`src/hw/rtl/bgc_pkg.sv`:
```
// Shared types, constants and helpers of the button gesture classifier.
package bgc_pkg;

	localparam int NUM_BUTTONS_DEF = 5;
	localparam int MASK_W = 5;
	localparam int CFG_W = 16;
	localparam int TIME_W = 32;
	localparam int SEC_W = 23;
	localparam int TYPE_W = 2;
	localparam int IDX_W = 2;

	localparam logic [CFG_W-1:0] DEBOUNCE_RST = 16'd50;
	localparam logic [CFG_W-1:0] DOUBLE_RST = 16'd400;
	localparam logic [CFG_W-1:0] HOLD_RST = 16'd2000;
	localparam logic [CFG_W-1:0] COMBO_RST = 16'd150;

	localparam logic [IDX_W-1:0] REG_DEBOUNCE = 2'd0;
	localparam logic [IDX_W-1:0] REG_DOUBLE = 2'd1;
	localparam logic [IDX_W-1:0] REG_HOLD = 2'd2;
	localparam logic [IDX_W-1:0] REG_COMBO = 2'd3;

	localparam logic [TYPE_W-1:0] TYPE_SINGLE = 2'd0;
	localparam logic [TYPE_W-1:0] TYPE_HOLD = 2'd1;
	localparam logic [TYPE_W-1:0] TYPE_DOUBLE = 2'd2;

	// ms / 1000 = (ms >> 3) / 125; ceil(2^36 / 125) is exact for 29-bit operands
	localparam logic [29:0] SEC_RECIP = 30'd549755814;
	localparam int SEC_SHIFT = 36;

	// Timing settings shared by all lanes
	typedef struct packed {
		logic [CFG_W-1:0] debounce;
		logic [CFG_W-1:0] dbl;
		logic [CFG_W-1:0] hold;
		logic [CFG_W-1:0] combo;
	} cfg_t;

	// One queued event
	typedef struct packed {
		logic [MASK_W-1:0] mask;
		logic [TYPE_W-1:0] kind;
	} evt_t;

	typedef enum logic [1:0] {
		ST_IDLE,
		ST_DIV,
		ST_WALK,
		ST_EMIT
	} state_t;

endpackage

```
`src/hw/rtl/bgc_lane.sv`:
```
// Per-button debounce lane: tracks the raw level and flags a stable edge.
module bgc_lane
	import bgc_pkg::*;
(
	input  logic              clk,
	input  logic              arst_n,
	input  logic              load,
	input  logic              raw,
	input  logic [TIME_W-1:0] now,
	input  logic [CFG_W-1:0]  debounce,
	output logic              edge_hit
);

	logic              raw_prev_q;
	logic [TIME_W-1:0] change_q;
	logic [TIME_W-1:0] ref_t;
	logic [TIME_W-1:0] age;
	logic              stable_q;

	// Time of the last raw change as seen by this poll
	assign ref_t = (raw != raw_prev_q) ? now : change_q;
	assign age = now - ref_t;
	assign edge_hit = (raw != stable_q) && (age >= {{(TIME_W-CFG_W){1'b0}}, debounce});

	// Update raw history and the stable level when a poll is loaded
	always_ff @(posedge clk or negedge arst_n) begin
		if (!arst_n) begin
			raw_prev_q <= 1'b1;
			change_q <= '0;
			stable_q <= 1'b1;
		end else if (load) begin
			raw_prev_q <= raw;
			change_q <= ref_t;
			if (edge_hit)
				stable_q <= raw;
		end
	end

endmodule

```
`src/hw/rtl/button_gesture_classifier.sv`:
```
// Top level of the button gesture classifier.
// Usage: each slave beat is one poll, tdata = {now_ms, raw_levels} (raw bits
// 0 = pressed). The block emits zero or more events on the master side, each
// tdata = {time_seconds, gesture_type, button_mask, seq_num}, with tlast on
// the final event of a poll. A poll that causes no event produces no beat.
// Debounce runs in one lane per button in the accept cycle; ms-to-seconds
// conversion is registered (reciprocal multiply); the gesture walk then
// visits the buttons in turn, and queued events are offered one per cycle
// after it while the master is ready. One poll is worked at a time; the
// slave side is not ready until all events of the previous poll have been
// taken. A stalled master holds its beat.
// Reset releases all buttons, clears gesture state, restarts the sequence at
// 1 and loads the default timing registers.
module button_gesture_classifier
	import bgc_pkg::*;
#(
	parameter int NUM_BUTTONS = NUM_BUTTONS_DEF
) (
	input  logic        clk,
	input  logic        arst_n,
	input  logic        s_tvalid,
	output logic        s_tready,
	input  logic [39:0] s_tdata,   // raw_levels[4:0], now_ms[36:5], zero pad
	output logic        m_tvalid,
	input  logic        m_tready,
	output logic [63:0] m_tdata,   // seq_num[31:0], button_mask[36:32],
	                               // gesture_type[38:37], time_seconds[61:39]
	output logic        m_tlast,
	input  logic        cfg_we,
	input  logic [IDX_W-1:0] cfg_index,
	input  logic [CFG_W-1:0] cfg_data
);

	localparam int BW = (NUM_BUTTONS > 1) ? $clog2(NUM_BUTTONS) : 1;
	localparam int QD = 2 * NUM_BUTTONS;
	localparam int QW = $clog2(QD + 1);

	cfg_t cfg_q;
	state_t state_q, state_d;

	logic [NUM_BUTTONS-1:0] raw_in, edge_v, edge_q;
	logic [NUM_BUTTONS-1:0] stable_q, combo_q, holdd_q, pend_q;
	logic [TIME_W-1:0] press_q [NUM_BUTTONS];
	logic [TIME_W-1:0] rel_q [NUM_BUTTONS];
	logic [TIME_W-1:0] now_q;
	logic [TIME_W-1:0] seq_q;
	logic [BW-1:0] btn_q;
	logic [58:0] sec_prod;
	logic [SEC_W-1:0] sec_q;
	evt_t q_mem [QD];
	logic [QW-1:0] wr_q, rd_q;
	logic accept;

	assign accept = s_tvalid && s_tready;

	// Raw level per lane; buttons beyond the input width read as pressed
	always_comb begin
		for (int i = 0; i < NUM_BUTTONS; i++)
			raw_in[i] = (i < MASK_W) ? s_tdata[i] : 1'b0;
	end

	genvar g;
	generate
		for (g = 0; g < NUM_BUTTONS; g++) begin : g_lane
			bgc_lane u_lane (
				.clk(clk), .arst_n(arst_n), .load(accept), .raw(raw_in[g]),
				.now(s_tdata[36:5]), .debounce(cfg_q.debounce), .edge_hit(edge_v[g])
			);
		end
	endgenerate

	// Configuration writes
	always_ff @(posedge clk or negedge arst_n) begin
		if (!arst_n) begin
			cfg_q <= '{DEBOUNCE_RST, DOUBLE_RST, HOLD_RST, COMBO_RST};
		end else if (cfg_we) begin
			unique case (cfg_index)
				REG_DEBOUNCE: cfg_q.debounce <= cfg_data;
				REG_DOUBLE:   cfg_q.dbl <= cfg_data;
				REG_HOLD:     cfg_q.hold <= cfg_data;
				REG_COMBO:    cfg_q.combo <= cfg_data;
				default: ;
			endcase
		end
	end

	// Next state
	always_comb begin
		state_d = state_q;
		unique case (state_q)
			ST_IDLE: if (accept) state_d = ST_DIV;
			ST_DIV:  state_d = ST_WALK;
			ST_WALK: if (btn_q == BW'(NUM_BUTTONS - 1)) state_d = ST_EMIT;
			ST_EMIT: if (rd_q == wr_q) state_d = ST_IDLE;
			default: state_d = ST_IDLE;
		endcase
	end

	// Outputs
	always_comb begin
		s_tready = (state_q == ST_IDLE);
		m_tvalid = (state_q == ST_EMIT) && (rd_q != wr_q);
		m_tlast = (rd_q + QW'(1)) == wr_q;
		m_tdata = {2'b00, sec_q, q_mem[rd_q[QW-1:0] < QW'(QD) ? rd_q : '0].kind,
			q_mem[rd_q < QW'(QD) ? rd_q : '0].mask, seq_q};
	end

	// Seconds by reciprocal multiplication of ms / 8 by 2^36 / 125
	assign sec_prod = now_q[TIME_W-1:3] * SEC_RECIP;

	// Gesture walk: one button per cycle, events pushed into the queue
	always_ff @(posedge clk or negedge arst_n) begin
		logic st, cb, hd, pd, ev;
		logic [TIME_W-1:0] pt, rt;
		logic [NUM_BUTTONS-1:0] cmb, pnd;
		logic [QW-1:0] w;
		logic found;
		int b;
		if (!arst_n) begin
			state_q <= ST_IDLE;
			stable_q <= '1;
			combo_q <= '0;
			holdd_q <= '0;
			pend_q <= '0;
			seq_q <= 32'd1;
			wr_q <= '0;
			rd_q <= '0;
			btn_q <= '0;
			edge_q <= '0;
			now_q <= '0;
			sec_q <= '0;
			for (int i = 0; i < NUM_BUTTONS; i++) begin
				press_q[i] <= '0;
				rel_q[i] <= '0;
			end
			for (int i = 0; i < QD; i++)
				q_mem[i] <= '0;
		end else begin
			state_q <= state_d;
			if (accept) begin
				edge_q <= edge_v;
				now_q <= s_tdata[36:5];
				btn_q <= '0;
				wr_q <= '0;
				rd_q <= '0;
			end
			// Capture the seconds count of this poll
			if (state_q == ST_DIV)
				sec_q <= sec_prod[SEC_SHIFT +: SEC_W];
			if (state_q == ST_WALK) begin
				b = int'(btn_q);
				w = wr_q;
				st = stable_q[b];
				cb = combo_q[b];
				hd = holdd_q[b];
				pd = pend_q[b];
				pt = press_q[b];
				rt = rel_q[b];
				cmb = combo_q;
				pnd = pend_q;
				found = 1'b0;
				if (edge_q[b]) begin
					st = ~st;
					if (!st) begin
						if (pd && (now_q - rt > {16'd0, cfg_q.dbl})) begin
							q_mem[w] <= '{MASK_W'(1 << b), TYPE_SINGLE};
							w = w + QW'(1);
							pd = 1'b0;
						end
						pt = now_q;
						hd = 1'b0;
						cb = 1'b0;
						for (int o = 0; o < NUM_BUTTONS; o++) begin
							if (!found && o != b && !stable_q[o] && !cmb[o] &&
								(now_q - press_q[o] <= {16'd0, cfg_q.combo})) begin
								found = 1'b1;
								cb = 1'b1;
								cmb[o] = 1'b1;
								pnd[o] = 1'b0;
								pd = 1'b0;
								q_mem[w] <= '{MASK_W'((1 << o) | (1 << b)), TYPE_SINGLE};
								w = w + QW'(1);
							end
						end
					end else begin
						if (cb)
							cb = 1'b0;
						else if (!hd) begin
							if (!pd) begin
								pd = 1'b1;
								rt = now_q;
							end else if (now_q - rt <= {16'd0, cfg_q.dbl}) begin
								pd = 1'b0;
								q_mem[w] <= '{MASK_W'(1 << b), TYPE_DOUBLE};
								w = w + QW'(1);
							end else begin
								q_mem[w] <= '{MASK_W'(1 << b), TYPE_SINGLE};
								w = w + QW'(1);
								rt = now_q;
							end
						end
					end
				end
				ev = !st && !cb && !hd && (now_q - pt >= {16'd0, cfg_q.hold});
				if (ev) begin
					hd = 1'b1;
					pd = 1'b0;
					q_mem[w] <= '{MASK_W'(1 << b), TYPE_HOLD};
					w = w + QW'(1);
				end else if (pd && st && (now_q - rt > {16'd0, cfg_q.dbl})) begin
					pd = 1'b0;
					q_mem[w] <= '{MASK_W'(1 << b), TYPE_SINGLE};
					w = w + QW'(1);
				end
				cmb[b] = cb;
				pnd[b] = pd;
				combo_q <= cmb;
				pend_q <= pnd;
				stable_q[b] <= st;
				holdd_q[b] <= hd;
				press_q[b] <= pt;
				rel_q[b] <= rt;
				wr_q <= w;
				btn_q <= btn_q + BW'(1);
			end
			// Advance the read side on each delivered beat
			if (m_tvalid && m_tready) begin
				rd_q <= rd_q + QW'(1);
				seq_q <= seq_q + 32'd1;
			end
		end
	end

endmodule
```
`config.mk`:
```
export PLATFORM = sky130hd
export DESIGN_NAME = button_gesture_classifier
export DESIGN_NICKNAME = d
export VERILOG_FILES = /design/src/hw/rtl/bgc_pkg.sv /design/src/hw/rtl/bgc_lane.sv /design/src/hw/rtl/button_gesture_classifier.sv
export SDC_FILE = /design/constraint.sdc
export NUM_CORES = 2
export LEC_CHECK = 0
export ABC_AREA = 1
export BUFFER_PORTS_ARGS = -buffer_cell sky130_fd_sc_hd__clkbuf_2
export CAP_MARGIN = 30
export CORE_MARGIN = 2
export CORE_UTILIZATION = 55
export CTS_CLUSTER_DIAMETER = 100
export CTS_CLUSTER_SIZE = 28
export DETAILED_ROUTE_END_ITERATION = 10
export GPL_TIMING_DRIVEN = 0
export PLACE_DENSITY = 0.74
export SLEW_MARGIN = 20
export SYNTH_ARGS = -nofsm -noshare
export SYNTH_HDL_FRONTEND = slang
export SYNTH_HIERARCHICAL = 1
export SYNTH_SLANG_ARGS = --single-unit
```
`constraint.sdc`:
```
create_clock -name clk -period 9.6 [get_ports clk]
set_input_delay 1.92 -clock clk [delete_from_list [all_inputs] [get_ports clk]]
set_output_delay 1.92 -clock clk [all_outputs]
set_load 0.05 [all_outputs]
```
==> results.yml <==
synthesis:
  synthArstFlopShare: 1.00
  synth_edf_count: 0
  ys_ff_latch: 749
  syn_inst: 13152
  synthFlopType: "dfrtp_1"
  ys_types: 77
  synthesis.area_sq_mm: 0.0879
  postSynthAreaPerCell_sq_um: 6.68
  synth_warnings: 6
  ys_seq_area_frac: 0.214
cts:
  h-tree-depth: 2
  hold_buffers: 0
  cts_buffer_depth: 3
  cts_inserted_buffers: 44
  clk_pin_slew_worst_paths_ns: 0.11
  cts-root-buf: "clkbuf_16"
  clk_latency_ns: 0.75
  cts_tree: "yes"
  clkSinkCount: 749
detailed_routing:
  viasPerCell: 6.08
  postRouteAntennaNets: 0
  dr.first_iter.drc_count: 11811
  wl_um: 372000
  drc: 0
  dr.pass1.iters: 8
  routedWlPerCell_um: 23.8
  num_vias: 95152
final_layout:
  fin_util: 0.614
  final_nets: 14828
  regArea_sq_mm: 0.0188
  num-fill-cells: 14808
  layout_common_cells: "3612 x nand2_1, 2064 x inv_1, 1114 x o21ai_0"
  post_route_cells_drive_above_1_share: 0.0867
  multi_input_area_sq_mm: 0.0616
  area.growth.synth_to_final_pct: 10.7
  layout_commonest_cell: "nand2_1"
floorplanning:
  die_area_sq_mm: 0.163
  die_h_um: 404
  rows: 146
  fp.coreArea_sq_mm: 0.159
  die_width_um: 404
  ioPinCount: 130
  initial_utilization: 0.554
setup_path:
  timing.critical_path.max_delay_family: "simple AND/OR/NAND/NOR gates"
  worstPathArrival_ns: 11.45
  rrSetupSlack_ns: -1.22
  path_class: "flop to flop"
  r2r-end: "q_mem[4]"
  crit_fanout: 8
  required_ns: 10.23
  r2r_cells: 63
  crit_path_end_kind: "flop"
  r2r_start: "btn_q[2]"
  timing.critical_path.buf_inv: 10
  crit_slowest_cell: "dfrtp_2"
  critPathLaunchType: "flop"
  slowest_delay_ns: 0.47
flow_run:
  max_cap_viol_count: 0
placed_design:
  hpwl_um: 290000
  gp_congestion: 1.08
  place.port_buffers: 124
sta:
  max-slew-margin-rel: 0.234
  period_minus_slack_ns: 10.82
  drv_slew: 0
  rsz0062_at_grt: "true"
  setup_ws_ns: -1.22
  whs_ns: 0.476
  skew_ns: 0.0792
  setup_viol_count_final: 79
  hold_viol_final: 0
  tightest_slew_ns: 1.14
  max_freq_mhz: 92.5
  min_period_over_period: 1.13
grt:
  grt_first_pass_wirelength_um: 548000
  grt_pass1_vias: 90121
  grt_max_degree: 92
  antenna_found_initial: 19
  grt_overflow: 0
  grt_use_total: 0.442
min_path:
  min_from: "g_lane[1].u_lane/stable_q"
  hold_path_depth: 2
  hold_path_class: "flop to flop"
  min_to: "g_lane[1].u_lane/stable_q"
run_status:
  outcome: "finished with violations"
  violations: "negative setup slack"
==> synthesized netlist by cell type (all sizes together), types with 134 or more instances <==
library cell,count,share of area
xor2,216,0.022
fa,273,0.062
dfrtp,717,0.20
ha,967,0.14
inv,2134,0.091
nor3,134,0.0079
o21ai,1215,0.070
nand3,680,0.045
nand2,3780,0.17
nand4,176,0.013
clkbuf,267,0.011
a21oi,732,0.042
nor2,1027,0.047
==> worst reg2reg max path, delay by kind of cell (launching register included) <==
kind,cells,cell delay (ns)
AOI/OAI and AO/OA,8,1.28
xor gates and xnor gates,2,0.47
adders and majority gates,4,1.03
buffers and inverters,10,1.72
DFF,1,0.47
and+or+nand+nor,39,5.72
==> layer usage <==
layer  track usage  vias to the layer above  wire (um)  part of all wire
met5       0.00178                        -         90           0.00024
met2         0.670                     5584     157000              0.42
met4         0.285                       12      29700             0.080
li1              -                    43375          -                 -
met3         0.110                     1479      42500              0.11
met1         0.561                    44702     143000              0.38
==> worst max path at each step <==
| stage | end | depth (start not counted) | slack (ns) | startpoint |
|---|---|---|---|---|
| 2_1_floorplan | wr_q[3] | 61 | 0.33 | btn_q[2] |
| 3_3_place_gp | g_lane[4].u_lane/change_q[22] | 1 | -11.74 | arst_n |
| 3_5_place_dp | pend_q[2] | 60 | -5.25 | btn_q[0] |
| 4_1_cts | q_mem[2] | 63 | -0.73 | btn_q[2] |
| 5_1_grt | q_mem[4] | 61 | -1.41 | btn_q[2] |
| 6_report | q_mem[4] | 63 | -1.22 | btn_q[2] |
==> what timing repair did <==
item | 4_1_cts | 5_1_grt
pin swaps | 126 | 108
setup buffers | 103 | 52
gates cloned | 3 | 0
endpoints found under the setup margin | 79 | 79
gates resized for setup | 367 | 163
==> state kept, by name, summed over array words and instances, names as in the netlist, 5 cells and up <==
| signal | flops |
|---|---|
| combo_q | 5 |
| g_lane.u_lane/change_q | 160 |
| rel_q | 160 |
| holdd_q | 5 |
| now_q | 32 |
| edge_q | 5 |
| sec_q | 23 |
| g_lane.u_lane/stable_q | 5 |
| q_mem | 70 |
| pend_q | 5 |
| g_lane.u_lane/raw_prev_q | 5 |
| press_q | 160 |
| stable_q | 5 |
| cfg_q | 64 |
| seq_q | 32 |
==> logic make-up (layout without fill, tap and decap cells) <==
family | count (synthesis) | after routing | synth area share
fa+ha+maj | 1240 | 1240 | 0.200
compound gates | 2405 | 2405 | 0.151
mux | 101 | 101 | 0.0115
simple gates | 5918 | 5920 | 0.289
flops | 749 | 749 | 0.214
other cells | 1 | 12 | 0.0000427
buf+inv | 2458 | 2864 | 0.107
xor+xnor | 280 | 280 | 0.0279
==> final cells by class <==
cell class                      count  area share
Buffer                            318      0.0171
Timing Repair Buffer              324      0.0305
Sequential cell                   749       0.193
Clock buffer                       57      0.0118
Multi-Input combinational cell   9948       0.633
Tap cell                         2072      0.0266
Timing Repair inverter              1    0.000116
Clock inverter                     25     0.00444
Antenna cell                       10    0.000257
Inverter                         2139      0.0828
==> stage by stage <==
step	cells	setup WS (ns)	TNS (ns)	cell area, sq um
final	15643	-1.22	-86.69	97300
after global routing	15635	-1.41	-100.01	97300
after CTS	15582	-0.734	-47.33	96200
after detailed placement	15397	-5.25	-386.78	92100
after global placement	15349	-11.74	-8820.79	91100
after floorplan	13153	0.331	0	87900
Power is left out: the tool's default activity adds up to more than one toggle a clock period on the data nets, which glitch-free logic cannot reach.
